### config.mk
export PLATFORM = sky130hd
export DESIGN_NAME = binary_to_roman_numeral
export DESIGN_NICKNAME = d
export VERILOG_FILES = /design/src/design/btrn_pkg.sv /design/src/design/btrn_front.sv /design/src/design/btrn_back.sv /design/src/design/binary_to_roman_numeral.sv
export SDC_FILE = /design/constraint.sdc
export NUM_CORES = 1
export LEC_CHECK = 0
export BUFFER_PORTS_ARGS = -buffer_cell sky130_fd_sc_hd__buf_4
export CAP_MARGIN = 20
export CORE_MARGIN = 3
export CORE_UTILIZATION = 30
export DETAILED_ROUTE_END_ITERATION = 16
export PLACE_DENSITY = 0.44
export SYNTH_ARGS = -nofsm -noshare
export SYNTH_HDL_FRONTEND = slang
export SYNTH_SLANG_ARGS = --single-unit
### constraint.sdc
create_clock -name clock -period 6.8 [get_ports clock]
set_clock_uncertainty 0.05 [all_clocks]
set_input_delay 1.36 -clock clock [delete_from_list [all_inputs] [get_ports clock]]
set_output_delay 1.36 -clock clock [all_outputs]
set_load 0.1 [all_outputs]
### src/design/btrn_pkg.sv
// shared types, symbol table and constants for the binary to roman numeral block
`default_nettype none

package btrn_pkg;

   localparam int VALUE_W  = 12;
   localparam int SYMBOL_W = 7;
   localparam int SYM_COUNT = 13;
   localparam int IDX_W    = 4;
   localparam int Q_DEPTH  = 2;
   localparam int QPTR_W   = 1;
   localparam int QCNT_W   = 2;

   typedef logic [VALUE_W-1:0]  value_type;
   typedef logic [SYMBOL_W-1:0] symbol_type;
   typedef logic [IDX_W-1:0]    idx_type;

   // ascii letters of the numerals
   localparam symbol_type SYM_NONE = 7'h00;
   localparam symbol_type SYM_M    = 7'h4D;
   localparam symbol_type SYM_D    = 7'h44;
   localparam symbol_type SYM_C    = 7'h43;
   localparam symbol_type SYM_L    = 7'h4C;
   localparam symbol_type SYM_X    = 7'h58;
   localparam symbol_type SYM_V    = 7'h56;
   localparam symbol_type SYM_I    = 7'h49;

   // one queued item: the value and its front-side class
   typedef struct packed {
      value_type value;
      logic      zero;
   } item_type;

   // queue head as the back sees it
   typedef struct packed {
      logic     valid;
      item_type item;
   } q_head_type;

   function automatic value_type sym_weight(input idx_type idx);
      value_type w;
      unique case (idx)
         4'd0:    w = 12'd1000;
         4'd1:    w = 12'd900;
         4'd2:    w = 12'd500;
         4'd3:    w = 12'd400;
         4'd4:    w = 12'd100;
         4'd5:    w = 12'd90;
         4'd6:    w = 12'd50;
         4'd7:    w = 12'd40;
         4'd8:    w = 12'd10;
         4'd9:    w = 12'd9;
         4'd10:   w = 12'd5;
         4'd11:   w = 12'd4;
         default: w = 12'd1;
      endcase
      return w;
   endfunction

   function automatic symbol_type sym_first(input idx_type idx);
      symbol_type s;
      unique case (idx)
         4'd0:    s = SYM_M;
         4'd1:    s = SYM_C;
         4'd2:    s = SYM_D;
         4'd3:    s = SYM_C;
         4'd4:    s = SYM_C;
         4'd5:    s = SYM_X;
         4'd6:    s = SYM_L;
         4'd7:    s = SYM_X;
         4'd8:    s = SYM_X;
         4'd9:    s = SYM_I;
         4'd10:   s = SYM_V;
         4'd11:   s = SYM_I;
         default: s = SYM_I;
      endcase
      return s;
   endfunction

   // second letter of a subtractive pair, none for single letters
   function automatic symbol_type sym_second(input idx_type idx);
      symbol_type s;
      unique case (idx)
         4'd1:    s = SYM_M;
         4'd3:    s = SYM_D;
         4'd5:    s = SYM_C;
         4'd7:    s = SYM_L;
         4'd9:    s = SYM_X;
         4'd11:   s = SYM_V;
         default: s = SYM_NONE;
      endcase
      return s;
   endfunction

endpackage

`default_nettype wire

### src/design/btrn_front.sv
// front end: accepts values, marks zero, and holds them in a two-entry queue
`default_nettype none

module btrn_front (
   input  wire logic                  clock,
   input  wire logic                  reset,
   input  wire logic                  req_valid,
   input  wire btrn_pkg::value_type   req_value,
   output logic                       req_stall,
   input  wire logic                  pop,
   output btrn_pkg::q_head_type       head
);

   btrn_pkg::item_type                  mem_ff [btrn_pkg::Q_DEPTH];
   logic [btrn_pkg::QPTR_W-1:0]         wr_ptr_ff, wr_ptr_in;
   logic [btrn_pkg::QPTR_W-1:0]         rd_ptr_ff, rd_ptr_in;
   logic [btrn_pkg::QCNT_W-1:0]         count_ff, count_in;
   logic                                push;
   logic                                do_pop;
   btrn_pkg::item_type                  new_item;

   assign req_stall = (count_ff == btrn_pkg::QCNT_W'(btrn_pkg::Q_DEPTH));
   assign push      = req_valid && !req_stall;
   assign do_pop    = pop && (count_ff != '0);

   // classify at the door so the back only branches on one bit
   assign new_item = {req_value, (req_value == '0)};

   assign head = {(count_ff != '0), mem_ff[rd_ptr_ff]};

   always_comb begin
      wr_ptr_in = push   ? wr_ptr_ff + 1'b1 : wr_ptr_ff;
      rd_ptr_in = do_pop ? rd_ptr_ff + 1'b1 : rd_ptr_ff;
      count_in  = count_ff;
      if (push && !do_pop) begin
         count_in = count_ff + 1'b1;
      end else if (do_pop && !push) begin
         count_in = count_ff - 1'b1;
      end
   end

   always_ff @(posedge clock) begin
      if (reset) begin
         wr_ptr_ff <= '0;
         rd_ptr_ff <= '0;
         count_ff  <= '0;
      end else begin
         wr_ptr_ff <= wr_ptr_in;
         rd_ptr_ff <= rd_ptr_in;
         count_ff  <= count_in;
      end
   end

   always_ff @(posedge clock) begin
      if (push) begin
         mem_ff[wr_ptr_ff] <= new_item;
      end
   end

endmodule

`default_nettype wire

### src/design/btrn_back.sv
// back end: greedy symbol walker, one letter per cycle into the result register while rsp_stall is low
`default_nettype none

module btrn_back (
   input  wire logic                  clock,
   input  wire logic                  reset,
   input  wire btrn_pkg::q_head_type  head,
   output logic                       pop,
   input  wire logic                  rsp_stall,
   output logic                       rsp_valid,
   output btrn_pkg::symbol_type       rsp_symbol,
   output logic                       rsp_last,
   output logic                       rsp_empty_res
);

   logic                  busy_ff, busy_in;
   logic                  pend_ff, pend_in;
   btrn_pkg::value_type   rest_ff, rest_in;
   btrn_pkg::symbol_type  second_ff, second_in;
   logic                  valid_ff, valid_in;
   btrn_pkg::symbol_type  symbol_ff, symbol_in;
   logic                  last_ff, last_in;
   logic                  empty_ff, empty_in;

   logic                  advance;
   btrn_pkg::value_type   src;
   btrn_pkg::idx_type     idx;
   btrn_pkg::value_type   rest_sub;
   btrn_pkg::symbol_type  pair_second;

   assign advance = !valid_ff || !rsp_stall;
   assign pop     = advance && !busy_ff && head.valid;
   assign src     = busy_ff ? rest_ff : head.item.value;

   // largest symbol that still fits
   always_comb begin
      idx = btrn_pkg::idx_type'(btrn_pkg::SYM_COUNT - 1);
      for (int i = btrn_pkg::SYM_COUNT - 1; i >= 0; i--) begin
         if (src >= btrn_pkg::sym_weight(btrn_pkg::idx_type'(i))) begin
            idx = btrn_pkg::idx_type'(i);
         end
      end
   end

   assign rest_sub    = src - btrn_pkg::sym_weight(idx);
   assign pair_second = btrn_pkg::sym_second(idx);

   always_comb begin
      busy_in   = busy_ff;
      pend_in   = pend_ff;
      rest_in   = rest_ff;
      second_in = second_ff;
      valid_in  = valid_ff;
      symbol_in = symbol_ff;
      last_in   = last_ff;
      empty_in  = empty_ff;
      if (advance) begin
         valid_in = 1'b0;
         priority if (busy_ff && pend_ff) begin
            valid_in  = 1'b1;
            symbol_in = second_ff;
            last_in   = (rest_ff == '0);
            empty_in  = 1'b0;
            pend_in   = 1'b0;
            busy_in   = (rest_ff != '0);
         end else if (busy_ff || (head.valid && !head.item.zero)) begin
            valid_in  = 1'b1;
            symbol_in = btrn_pkg::sym_first(idx);
            empty_in  = 1'b0;
            rest_in   = rest_sub;
            if (pair_second != btrn_pkg::SYM_NONE) begin
               last_in   = 1'b0;
               pend_in   = 1'b1;
               second_in = pair_second;
               busy_in   = 1'b1;
            end else begin
               last_in = (rest_sub == '0);
               busy_in = (rest_sub != '0);
            end
         end else if (head.valid) begin
            // zero value: one empty marker
            valid_in  = 1'b1;
            symbol_in = btrn_pkg::SYM_NONE;
            last_in   = 1'b1;
            empty_in  = 1'b1;
         end else begin
            valid_in = 1'b0;
         end
      end
   end

   always_ff @(posedge clock) begin
      if (reset) begin
         busy_ff  <= 1'b0;
         pend_ff  <= 1'b0;
         valid_ff <= 1'b0;
      end else begin
         busy_ff  <= busy_in;
         pend_ff  <= pend_in;
         valid_ff <= valid_in;
      end
      rest_ff   <= rest_in;
      second_ff <= second_in;
      symbol_ff <= symbol_in;
      last_ff   <= last_in;
      empty_ff  <= empty_in;
   end

   assign rsp_valid     = valid_ff;
   assign rsp_symbol    = symbol_ff;
   assign rsp_last      = last_ff;
   assign rsp_empty_res = empty_ff;

endmodule

`default_nettype wire

### src/design/binary_to_roman_numeral.sv
// top level of the binary to roman numeral converter
//
// usage:
//   req channel: req_valid/req_stall with req_value, an unsigned 12-bit
//   number 0..4095; an item is taken at an edge with req_valid high and
//   req_stall low
//   rsp channel: rsp_valid/rsp_stall, one ascii letter per item in
//   rsp_symbol, rsp_last on the final letter of a value's run, and
//   rsp_empty_res (with rsp_symbol zero and rsp_last set) for a zero value
// a taken value is written into the queue, and its first letter is then
//   registered in the result register when the back end is free
// throughput: one letter per cycle from the greedy walker while rsp_stall is
//   low; a value gives 1 to 15 letters, or one empty marker for zero; the
//   next value starts in the cycle after the last letter leaves the walker
// the front end holds up to two values in its queue; req_stall rises
//   only when that queue is full
// when the receiver holds rsp_stall the result register keeps its item
//   and the walker waits; the front keeps taking items until the queue fills
// reset (synchronous, active high) empties the queue and drops any run
//   in progress; nothing else needs clearing
`default_nettype none

module binary_to_roman_numeral (
   input  wire logic                  clock,
   input  wire logic                  reset,
   input  wire logic                  req_valid,
   input  wire btrn_pkg::value_type   req_value,
   output logic                       req_stall,
   output logic                       rsp_valid,
   output btrn_pkg::symbol_type       rsp_symbol,
   output logic                       rsp_last,
   output logic                       rsp_empty_res,
   input  wire logic                  rsp_stall
);

   // queue head and pop between front and back
   btrn_pkg::q_head_type head;
   logic                 pop;

   // accept, zero check and queueing
   btrn_front u_front (
      .clock     (clock),
      .reset     (reset),
      .req_valid (req_valid),
      .req_value (req_value),
      .req_stall (req_stall),
      .pop       (pop),
      .head      (head)
   );

   // letter generation and result register
   btrn_back u_back (
      .clock         (clock),
      .reset         (reset),
      .head          (head),
      .pop           (pop),
      .rsp_stall     (rsp_stall),
      .rsp_valid     (rsp_valid),
      .rsp_symbol    (rsp_symbol),
      .rsp_last      (rsp_last),
      .rsp_empty_res (rsp_empty_res)
   );

endmodule

`default_nettype wire

==> summary.md <==
| Metric | Value |
|---|---|
| Status | `finished clean` |
| Fill count | `roughly 1.1k` |
| Worst Hold Class | `reg2reg` |
| FF-to-FF path depth | `17` |
| Placeable Area | `11,170 um2` |
| Critical Path RT | `6890 ps` |
| Port-buffer cells | `25` |
| Die X | `about 110 um` |
| Ys flop type | `edfxtp_1` |
| Crit. End Element | `flip-flop` |
| Worst R2R End | `u_back.rsp_last` |
| CTS Buf Count | `9` |
| Total track usage | `14.42%` |
| Yosys cell types | `67` |
| Worst R2R Setup Slack | `720 ps` |
| Setup crit end | `u_back.rsp_last` |
| Row count | `38` |
| # DRC | `0` |
| Setup CP Type | `reg2reg` |
| Crit path arrival time | `6170 ps` |
| CP max FO | `14` |
| Post-synth EDFFs | `52` |
| Initial antenna violation count | `0` |
| GPL Wtd Cong | `0.8357` |
| Synth async-reset ratio | `0%` |
| Final ANT Viol Nets | `0` |
| Hold Fails Final Rpt | `0` |
| Setup TNS | `0 ps` |
| Most frequent cells in the layout | `edfxtp_1, nor2_1, nand2_1` |
| Mean post-synth cell area | `10.42 um2` |
| Commonest non-fill, non-tap cell in the layout | `edfxtp_1` |
| Layout area overhead | `17.39%` |
| Max Cap Viol | `0` |
| H-tree depth | `3` |
| First-pass detailed-route iteration total | `4` |
| Final global-route overflow total | `0` |
| RSZ-0062 raised after global routing | `no` |
| Largest net degree at the start of global routing | `32` |
| HPWL Detailed | `just under 7000 um` |
| Final period util | `about 89%` |
| Syn nets | `approximately 370` |
| Synth Warn # | `0` |
| Via count | `~2.7k` |
| Wire length per cell | `17.39 um` |
| Seq/Total Area, Yosys | `48.74%` |
| Final wirelength | `8906 um` |
| DIE AREA | `around 13,000 um2` |
| Iter 0 DRT Violations | `140` |
| Dpl cells | `496` |
| Fmax | `about 160 MHz` |
| CP Launch Type | `flip-flop` |
| Synthesis-stage register bit count | `60` |
| Post-CTS resize count | `0` |
| Deepest clock path buffer count | `2` |
| Synth Instances | `339` |
| Max-slew headroom | `between 30% and 40%` |
| Final std cells w/o fill | `512` |
| Max-slew violations | `0` |
| Minimum clock period | `6081 ps` |
| Via count of the first global-routing pass | `~2.6k` |
| CTS tree | `yes` |
| Io pins | `27` |
| Initial Util | `about a third` |
| Worst-path clk slew | `60 ps` |
| Clk Tree Root Cell | `clkbuf_16` |
| Fraction of layout cells with a size suffix above 1 | `roughly 17%` |
| Synthesized area | `3532 um2` |
| Vias per cell | `roughly 5.3` |
| CTS Hold Bufs | `0` |
| Worst slew pin tran | `1022 ps` |
| Die outline height | `114.5 um` |
| First-pass GRT wire length | `14,430 um` |
| Antenna Cells | `0` |
| # setup viols final | `0` |
| Clock sinks | `60` |
| NumNets Final | `400` |
| Clock latency on the worst-skew pair | `roughly 330 ps` |
| Post-CTS Setup Inserts | `0` |
-- registers in the layout, summed over array words and instances, names as in the netlist, named ones only --
register              cells
u_back.second_ff          6
u_back.rsp_symbol         6
u_front.wr_ptr_ff         1
u_front.mem_ff           26
u_back.rsp_empty_res      1
u_back.rsp_valid          1
u_front.count_ff          2
u_front.rd_ptr_ff         1
u_back.busy_ff            1
u_back.rest_ff           12
u_back.rsp_last           1
u_back.pend_ff            1
-- kinds of logic (layout without fill, tap and decap cells) --
| family | count (synthesis) | after routing | synth area share, % |
|---|---|---|---|
| AND/OR/NAND/NOR | 117 | 117 | 17.75 |
| AO/OA/AOI/OAI | 92 | 92 | 17.36 |
| flip-flops | 60 | 60 | 48.74 |
| buffers and inverters | 30 | 63 | 3.825 |
| adder cells (fa/ha/maj) | 17 | 17 | 6.234 |
| multiplexers | 13 | 13 | 3.755 |
| XOR/XNOR | 9 | 9 | 2.232 |
| other | 1 | 1 | 0.1062 |
-- layer usage --
metal	GRT usage, %	up-vias	part of all wire, %	routed length (um)
met5	0	-	0	0
met4	4.830	0	1.9	165
met3	4.123	15	5.1	455
met2	21.85	73	44	3930
met1	19.75	1271	49	4354
li1	-	1336	-	-
-- per-stage QoR --
step           cell area [um2]  hold WS [ps]  utilization [%]  setup slack [ps]
2_1_floorplan             3532         422.5                -              1788
3_3_place_gp              3846         441.7            34.42             725.6
3_5_place_dp              3854         449.3            34.49             722.6
4_1_cts                   4146         465.3            37.11             688.4
5_1_grt                   4146         488.9            37.11             266.3
6_report                  4146         459.4            37.11             718.8
-- area by class of cell --
cell class                      instances  area (um2)  share of cell area, %
Inverter                               19       71.32                  1.720
Clock buffer                           10       229.0                  5.522
Sequential cell                        60        1722                  41.52
Tap cell                              140       175.2                  4.224
Clock inverter                          6       63.81                  1.539
Multi-Input combinational cell        249        1675                  40.40
Timing Repair Buffer                   28       210.2                  5.069
-- cells in the mapped netlist, types with 8 or more instances --
library cell  instances  area share (%)
dfxtp_1               8             4.5
mux2i_1              11             3.1
ha_1                 16             5.7
inv_1                15             1.6
nor2_1               30             3.2
edfxtp_1             52              44
a21oi_1              17             2.4
nor3_1                9             1.3
xor2_1                8             2.0
nand2_1              29             3.1
o21ai_0              14             2.0
o21ai_1              14             2.0
nor4_1                8             1.4
-- worst min path at each step --
stage | start | end | slack [ps] | cells past startpoint
after floorplan | u_front.rd_ptr_ff | flip-flop | 420 | 2
after global placement | u_front.rd_ptr_ff | u_front.rd_ptr_ff | 440 | 2
after detailed placement | u_front.rd_ptr_ff | u_front.rd_ptr_ff | 450 | 2
after CTS | u_front.rd_ptr_ff | u_front.rd_ptr_ff | 470 | 2
after global routing | u_front.rd_ptr_ff | u_front.rd_ptr_ff | 490 | 2
final | u_front.rd_ptr_ff | u_front.rd_ptr_ff | 460 | 2
-- critical path, cell delays in order, from the launching register on --
cell	delay [ps]
dfxtp_1	810
mux2i_1	170
o21ai_1	820
nand2_1	220
o41ai_1	390
a211oi_1	180
nor3_1	200
buf_4	180
ha_1	250
inv_1	90
a21oi_1	70
ha_1	220
fa_1	400
xnor2_1	170
nor4_1	430
or4b_1	470
or4_4	520
o31ai_1	240
Power is left out: the tool's default activity adds up to more than one toggle a clock period on the data nets, which glitch-free logic cannot reach.
